**src/hdl/adp_alu_pkg.sv**
```systemverilog
package adp_alu_pkg;

  localparam int unsigned DataW = 32;
  localparam int unsigned ClzW  = 6;
  localparam int unsigned ByteW = 8;
  localparam int unsigned LzByteW = 4;

  localparam logic [DataW-1:0] SatMax = 32'h7FFF_FFFF;
  localparam logic [DataW-1:0] SatMin = 32'h8000_0000;

  // Operation codes on in_op
  typedef enum logic [3:0] {
    OP_AND  = 4'd0,
    OP_BIC  = 4'd1,
    OP_EOR  = 4'd2,
    OP_ORR  = 4'd3,
    OP_MOV  = 4'd4,
    OP_MVN  = 4'd5,
    OP_ADD  = 4'd6,
    OP_ADC  = 4'd7,
    OP_SUB  = 4'd8,
    OP_RSB  = 4'd9,
    OP_SBC  = 4'd10,
    OP_RSC  = 4'd11,
    OP_CLZ  = 4'd12,
    OP_QADD = 4'd13,
    OP_QSUB = 4'd14
  } op_t;

  // Result class carried down the pipe
  typedef enum logic [2:0] {
    KIND_NONE  = 3'd0,
    KIND_LOGIC = 3'd1,
    KIND_ARITH = 3'd2,
    KIND_CLZ   = 3'd3,
    KIND_SAT   = 3'd4
  } kind_t;

  // Leading zeros of one byte, 8 for a zero byte
  function automatic logic [LzByteW-1:0] lz_byte(input logic [ByteW-1:0] b);
    logic [LzByteW-1:0] n;
    logic               found;
    n     = LzByteW'(ByteW);
    found = 1'b0;
    for (int i = ByteW - 1; i >= 0; i--) begin
      if (!found && b[i]) begin
        n     = LzByteW'(ByteW - 1 - i);
        found = 1'b1;
      end
    end
    return n;
  endfunction

endpackage

```
**src/hdl/arm_data_processing_alu_top.sv**
```systemverilog
// Channel   | Ports                                         | Handshake
// ----------+-----------------------------------------------+---------------------------
// input     | in_op, in_first_operand, in_second_operand,  | transfer when start && !busy
//           | in_carry_in, in_overflow_in, in_set_flags     |
// result    | out_value_out, out_*_flag, out_saturated      | out_valid, one cycle, no stall
//
// Three register stages: operand setup and byte CLZ, 33-bit add and CLZ merge,
// saturation and flags into the output register. One operation can be taken
// every cycle, so busy stays low. Reset (rst_n low, synchronous) clears the
// stage valid bits only.
// The receiver cannot stall, so nothing ever holds in the pipe.
module arm_data_processing_alu_top
  import adp_alu_pkg::*;
(
  input  logic             clk,
  input  logic             rst_n,
  input  logic             start,
  output logic             busy,
  input  logic [3:0]       in_op,
  input  logic [DataW-1:0] in_first_operand,
  input  logic [DataW-1:0] in_second_operand,
  input  logic             in_carry_in,
  input  logic             in_overflow_in,
  input  logic             in_set_flags,
  output logic             out_valid,
  output logic [DataW-1:0] out_value_out,
  output logic             out_negative_flag,
  output logic             out_zero_flag,
  output logic             out_carry_flag,
  output logic             out_overflow_flag,
  output logic             out_saturated
);

  logic accept;
  assign busy   = 1'b0;
  assign accept = start && !busy;

  // ---------------- stage 1: decode and operand setup ----------------
  logic             v1_r;
  kind_t            kind1_r, kind1_nxt;
  logic [DataW-1:0] x1_r, x1_nxt, y1_r, y1_nxt, lres1_r, lres1_nxt;
  logic             c1_r, c1_nxt;
  logic [LzByteW-1:0] lz1_r [4];
  logic [3:0]       nz1_r;
  logic             cin1_r, vin1_r, sf1_r;

  always_comb begin
    kind1_nxt = KIND_NONE;
    x1_nxt    = in_first_operand;
    y1_nxt    = in_second_operand;
    c1_nxt    = 1'b0;
    lres1_nxt = '0;
    case (in_op)
      OP_AND:  begin kind1_nxt = KIND_LOGIC; lres1_nxt = in_first_operand & in_second_operand; end
      OP_BIC:  begin kind1_nxt = KIND_LOGIC; lres1_nxt = in_first_operand & ~in_second_operand; end
      OP_EOR:  begin kind1_nxt = KIND_LOGIC; lres1_nxt = in_first_operand ^ in_second_operand; end
      OP_ORR:  begin kind1_nxt = KIND_LOGIC; lres1_nxt = in_first_operand | in_second_operand; end
      OP_MOV:  begin kind1_nxt = KIND_LOGIC; lres1_nxt = in_first_operand; end
      OP_MVN:  begin kind1_nxt = KIND_LOGIC; lres1_nxt = ~in_first_operand; end
      OP_ADD:  kind1_nxt = KIND_ARITH;
      OP_ADC:  begin kind1_nxt = KIND_ARITH; c1_nxt = in_carry_in; end
      OP_SUB:  begin kind1_nxt = KIND_ARITH; y1_nxt = ~in_second_operand; c1_nxt = 1'b1; end
      OP_RSB:  begin
        kind1_nxt = KIND_ARITH;
        x1_nxt    = in_second_operand;
        y1_nxt    = ~in_first_operand;
        c1_nxt    = 1'b1;
      end
      OP_SBC:  begin kind1_nxt = KIND_ARITH; y1_nxt = ~in_second_operand; c1_nxt = in_carry_in; end
      OP_RSC:  begin
        kind1_nxt = KIND_ARITH;
        x1_nxt    = in_second_operand;
        y1_nxt    = ~in_first_operand;
        c1_nxt    = in_carry_in;
      end
      OP_CLZ:  kind1_nxt = KIND_CLZ;
      OP_QADD: kind1_nxt = KIND_SAT;
      OP_QSUB: begin kind1_nxt = KIND_SAT; y1_nxt = ~in_second_operand; c1_nxt = 1'b1; end
      default: kind1_nxt = KIND_NONE;
    endcase
  end

  always_ff @(posedge clk) begin
    if (!rst_n) begin
      v1_r <= 1'b0;
    end else begin
      v1_r <= accept;
    end
  end

  // Capture decoded operands and per-byte leading-zero counts
  always_ff @(posedge clk) begin
    kind1_r <= kind1_nxt;
    x1_r    <= x1_nxt;
    y1_r    <= y1_nxt;
    c1_r    <= c1_nxt;
    lres1_r <= lres1_nxt;
    cin1_r  <= in_carry_in;
    vin1_r  <= in_overflow_in;
    sf1_r   <= in_set_flags;
    for (int i = 0; i < 4; i++) begin
      lz1_r[i] <= lz_byte(in_first_operand[i*ByteW +: ByteW]);
      nz1_r[i] <= |in_first_operand[i*ByteW +: ByteW];
    end
  end

  // ---------------- stage 2: add, CLZ merge, result select ----------------
  logic             v2_r;
  kind_t            kind2_r;
  logic [DataW-1:0] res2_r, res2_nxt;
  logic             co2_r, ov2_r, ov2_nxt;
  logic             cin2_r, vin2_r, sf2_r;
  logic [DataW:0]   sum2;
  logic [ClzW-1:0]  clz2;

  assign sum2    = {1'b0, x1_r} + {1'b0, y1_r} + {{DataW{1'b0}}, c1_r};
  assign ov2_nxt = (x1_r[DataW-1] ^ sum2[DataW-1]) & (y1_r[DataW-1] ^ sum2[DataW-1]);

  // Merge byte counts from the top byte down
  always_comb begin
    if (nz1_r[3])      clz2 = ClzW'(lz1_r[3]);
    else if (nz1_r[2]) clz2 = ClzW'(lz1_r[2]) + ClzW'(8);
    else if (nz1_r[1]) clz2 = ClzW'(lz1_r[1]) + ClzW'(16);
    else if (nz1_r[0]) clz2 = ClzW'(lz1_r[0]) + ClzW'(24);
    else               clz2 = ClzW'(DataW);
  end

  always_comb begin
    case (kind1_r)
      KIND_LOGIC: res2_nxt = lres1_r;
      KIND_ARITH: res2_nxt = sum2[DataW-1:0];
      KIND_SAT:   res2_nxt = sum2[DataW-1:0];
      KIND_CLZ:   res2_nxt = DataW'(clz2);
      default:    res2_nxt = '0;
    endcase
  end

  always_ff @(posedge clk) begin
    if (!rst_n) begin
      v2_r <= 1'b0;
    end else begin
      v2_r <= v1_r;
    end
  end

  always_ff @(posedge clk) begin
    kind2_r <= kind1_r;
    res2_r  <= res2_nxt;
    co2_r   <= sum2[DataW];
    ov2_r   <= ov2_nxt;
    cin2_r  <= cin1_r;
    vin2_r  <= vin1_r;
    sf2_r   <= sf1_r;
  end

  // ---------------- stage 3: saturate, flags, output register ----------------
  logic             out_valid_r;
  logic [DataW-1:0] value_r, value_nxt;
  logic             n_r, n_nxt, z_r, z_nxt, c_r, c_nxt, v_r, v_nxt, sat_r, sat_nxt;
  logic             upd3;

  assign upd3 = sf2_r && (kind2_r == KIND_LOGIC || kind2_r == KIND_ARITH);

  always_comb begin
    value_nxt = res2_r;
    sat_nxt   = 1'b0;
    if (kind2_r == KIND_SAT && ov2_r) begin
      // wrapped sign set means the true result was positive
      value_nxt = res2_r[DataW-1] ? SatMax : SatMin;
      sat_nxt   = 1'b1;
    end
    n_nxt = 1'b0;
    z_nxt = 1'b0;
    c_nxt = cin2_r;
    v_nxt = vin2_r;
    if (upd3) begin
      n_nxt = res2_r[DataW-1];
      z_nxt = (res2_r == '0);
      if (kind2_r == KIND_ARITH) begin
        c_nxt = co2_r;
        v_nxt = ov2_r;
      end
    end
  end

  always_ff @(posedge clk) begin
    if (!rst_n) begin
      out_valid_r <= 1'b0;
    end else begin
      out_valid_r <= v2_r;
    end
  end

  always_ff @(posedge clk) begin
    value_r <= value_nxt;
    n_r     <= n_nxt;
    z_r     <= z_nxt;
    c_r     <= c_nxt;
    v_r     <= v_nxt;
    sat_r   <= sat_nxt;
  end

  assign out_valid         = out_valid_r;
  assign out_value_out     = value_r;
  assign out_negative_flag = n_r;
  assign out_zero_flag     = z_r;
  assign out_carry_flag    = c_r;
  assign out_overflow_flag = v_r;
  assign out_saturated     = sat_r;

  // ---------------- assertions ----------------
  // Every transfer produces exactly one result strobe on out_valid
  a_latency: assert property (@(posedge clk) disable iff (!rst_n)
    ($past(rst_n, 1) && $past(rst_n, 2) && $past(rst_n, 3)) |->
      (out_valid == $past(accept, 3)))
    else $error("result strobe does not match transfer three cycles earlier");

  // A clamped result is one of the two signed limits
  a_sat_value: assert property (@(posedge clk) disable iff (!rst_n)
    (out_valid && out_saturated) |->
      (out_value_out == SatMax || out_value_out == SatMin))
    else $error("saturated result is not a signed limit");

  // Saturating ops never update N or Z
  a_sat_flags: assert property (@(posedge clk) disable iff (!rst_n)
    (out_valid && out_saturated) |-> (!out_negative_flag && !out_zero_flag))
    else $error("saturating op changed N or Z");

endmodule

```
**config.mk**
```make
export PLATFORM = sky130hd
export DESIGN_NAME = arm_data_processing_alu_top
export DESIGN_NICKNAME = d
export VERILOG_FILES = /design/src/hdl/adp_alu_pkg.sv /design/src/hdl/arm_data_processing_alu_top.sv
export SDC_FILE = /design/constraint.sdc
export NUM_CORES = 1
export LEC_CHECK = 0
export ABC_CLOCK_PERIOD_IN_PS = 2600
export CORE_MARGIN = 2
export CORE_UTILIZATION = 30
export CTS_BUF_LIST = sky130_fd_sc_hd__clkbuf_4 sky130_fd_sc_hd__clkbuf_8
export CTS_CLUSTER_SIZE = 24
export DETAILED_ROUTE_END_ITERATION = 16
export DONT_BUFFER_PORTS = 1
export GPL_TIMING_DRIVEN = 1
export MAX_ROUTING_LAYER = met4
export PLACE_DENSITY = 0.42
export SYNTH_ARGS = -nofsm -noshare
export SYNTH_HDL_FRONTEND = slang
export SYNTH_SLANG_ARGS = --single-unit
```
**constraint.sdc**
```tcl
create_clock -name clk -period 2.6 [get_ports clk]
set_input_delay 0.52 -clock clk [delete_from_list [all_inputs] [get_ports clk]]
set_output_delay 0.52 -clock clk [all_outputs]
set_load 0.05 [all_outputs]
```
==> impl_results.md <==
- Pwr Density: 758 nW/um^2
- Largest net degree at the start of global routing: 88
- Worst vdd ir: 0.000238 V
- Synth top cells by count: dfxtp_1 (203), nand2_1 (176), o21ai_0 (110)
- Crit path cell chain: fa_2 -> fa_2 -> a211oi_4 -> o21ai_4 -> nand3_2 -> nand3_4 -> a211o_1 -> a21oi_2 -> xor2_1 -> o21ai_1
- Final setup violating endpoints: 0
- Synth Warn #: 0
- Seq/Total Area, Yosys: 42.0%
- Starting Density: 30.6%
- RSZ-0062 raised after global routing: yes
- CTS Buf Count: 38
- Final period util: 98.1%
- DRT Pass-1 Iters: 5
- Run status: finished, final reports clean
- Mapped Area: 9680 um^2
- Yosys top cell area share: 42.0%
- Syn Inst Count: 1,128
- Placed wire-length estimate: 22.5 mm
- Total global routing overflow: 0
- Synth-to-layout area growth: 17.0%
- Die area: 33,700 um^2
- Fmax: 0.392 GHz
- Top post-synthesis cells by area: dfxtp_1 (42%), ha_1 (8.1%), nand2_1 (6.8%)
- Final Max Slew Viols: 0
- First-pass GRT wire length: 46.0 mm
- Die Y: 184 um
- DP Worst Slack: -0.236 ns
- ANT cells: 0
- P_leak: 5.00 nW
- Net count, final: 1,305
- CTS H-tree lvls: 2
- Final worst slack: 0.0489 ns
- Crit Path Category: flip-flop to flip-flop
- Synth Net Count: 1,267
- DIE WIDTH: 184 um
- Post-synth ARST share: 0%
- Via count: 8,060
- Post-synth cell types: 61
- Row count: 65
- HP Class: input port to flip-flop
- Max-Cap Viols: 0
- Syn_area_per_cell: 8.58 um^2
- Synth area leader: dfxtp_1
- Clock transition at path regs: 0.06 ns
- DR WL/cell: 19.1 um
- Hold WS: 0.0590 ns
- Clk buf depth: 3
- Via-to-Cell Ratio: 5.07
- CP dominant cell by count: fa_2
- Worst-Skew Late Latency: 0.52 ns
- CP max stage delay: 0.43 ns
- PortBufs: 0
- CTS tree: built
- Yosys reg bits: 203
- Buffers & Inverters on Critical Path: 0
- Initial DRC Count: 421
- Worst Path Arrival: 2.96 ns
- Ys flop type: dfxtp_1
- Top Ports: 113
- Max-slew headroom: 42.5%
- Clock sinks: 203
- Drc violations: 0
- GRT Total Usage: 18.3%
- Fin crit period: 2.55 ns
- Initial antenna violation count: 0
- Slowest-stage cell, CP: fa_2
- Root buffer cell: clkbuf_8
- Share of layout cells above drive strength 1: 13.5%
- Fin. Hold Viols: 0
- Element type at the critical path end: flip-flop
- Vias in the first global route: 7,919
- Core Area: 31,600 um^2
- Clock Skew: 0.0161 ns
- Worst EP required: 3.01 ns
- Post-synth EDFFs: 0
- Count leader, synth: dfxtp_1
- Post-Route WL: 30.5 mm
- Routability cong.: 0.840
- Worst-path fanout max: 3
- Setup crit start kind: flip-flop
- CP top delay family: compound AO/OA/AOI/OAI gates
- Least-Margin Pin Slew: 0.861 ns
- Routed Antenna Nets: 0
## metal layers
layer  vias to the layer above  GRT usage [%]  wire length, um
met3                        46           4.22             1920
met2                       241           28.2            13500
met5                         -              -                0
met4                         0           4.86              580
met1                      3704           24.1            14400
li1                       4069              -                -
## layout by cell type, fill, tap and decap left out, drive strengths merged, types with 7 or more instances in the layout
master,synthesis,layout
nand3,16,16
dfxtp,203,203
buf,11,63
nor2,33,33
nor2b,13,13
clkbuf,57,54
a21o,14,14
a31oi,7,7
inv,81,81
a21oi,51,51
ha,63,63
nor3,21,21
o22ai,33,33
xnor2,44,44
a211oi,9,9
nand2,176,176
o221ai,33,33
nand4,12,12
a221o,33,33
nor4,14,14
and2,8,8
o21ai,114,114
xor2,16,16
nand2b,7,7
clkinv,0,9
## worst paths after layout
check / startpoint / to / slack, ns / depth (start not counted)
max: c1_r / res2_r[28] / 0.05 / 10
min: in_first_operand[7] / lz1_r[0][1] / 0.06 / 1
max reg2reg: c1_r / res2_r[28] / 0.05 / 10
min reg2reg: sf1_r / sf2_r / 0.33 / 0
## sequential cells by signal, summed over array words and instances (netlist names), 3 cells and up
name and count:
kind2_r 3, lres1_r 32, out_value_out 32, res2_r 32, kind1_r 3, x1_r 32
lz1_r 16, y1_r 32, nz1_r 4
## per-stage QoR
step | cells | util (%) | cell area (um^2) | total power [W] | TNS (ns)
after CTS | 1588 | 35.5 | 11200 | 0.00866 | -0.0112
final | 1591 | 35.8 | 11300 | 0.00859 | 0
after global placement | 1521 | 32.8 | 10400 | 0.00554 | -1.43
after global routing | 1591 | 35.8 | 11300 | 0.00908 | -0.128
after floorplan | 1128 | - | 9690 | 0.00499 | 0
after detailed placement | 1521 | 32.8 | 10400 | 0.00555 | -2.00
## worst register-to-register path, stage by stage, from the launching register on
cell and delay [ns]:
dfxtp_2 0.32, fa_2 0.43, fa_2 0.39, a211oi_4 0.27, o21ai_4 0.11, nand3_2 0.12
nand3_4 0.09, a211o_1 0.33, a21oi_2 0.16, xor2_1 0.15, o21ai_1 0.07
## cell families after synthesis
kind of cell,count (synthesis),share of synthesized area [%]
mux,5,0.543
flops,203,42.0
other cells,1,0.0387
xor+xnor,60,5.43
simple gates,314,14.8
buf+inv,149,5.87
fa+ha+maj,65,8.55
compound gates,331,22.8
## power breakdown
group          internal, W  switching (W)
combinational     0.000751       0.000901
sequential         0.00345       0.000474
clock              0.00169        0.00132
total              0.00589        0.00270
## timing repair
item                                    4_1_cts  5_1_grt
buffers inserted                              1        3
hold buffers                                  3        0
resized for setup                            10       23
endpoints found under the setup margin       15       14
pin swaps                                     8       14
endpoints found under the hold margin         3        0
## cell type report
cell class                      instances  area (um^2)
Clock buffer                           54          687
Clock inverter                          9         45.0
Fill cell                            3216        20300
Inverter                               81          304
Multi-Input combinational cell        776         5200
Sequential cell                       203         4070
Tap cell                              402          503
Timing Repair Buffer                   66          527
(Power assumes the default switching activity.)
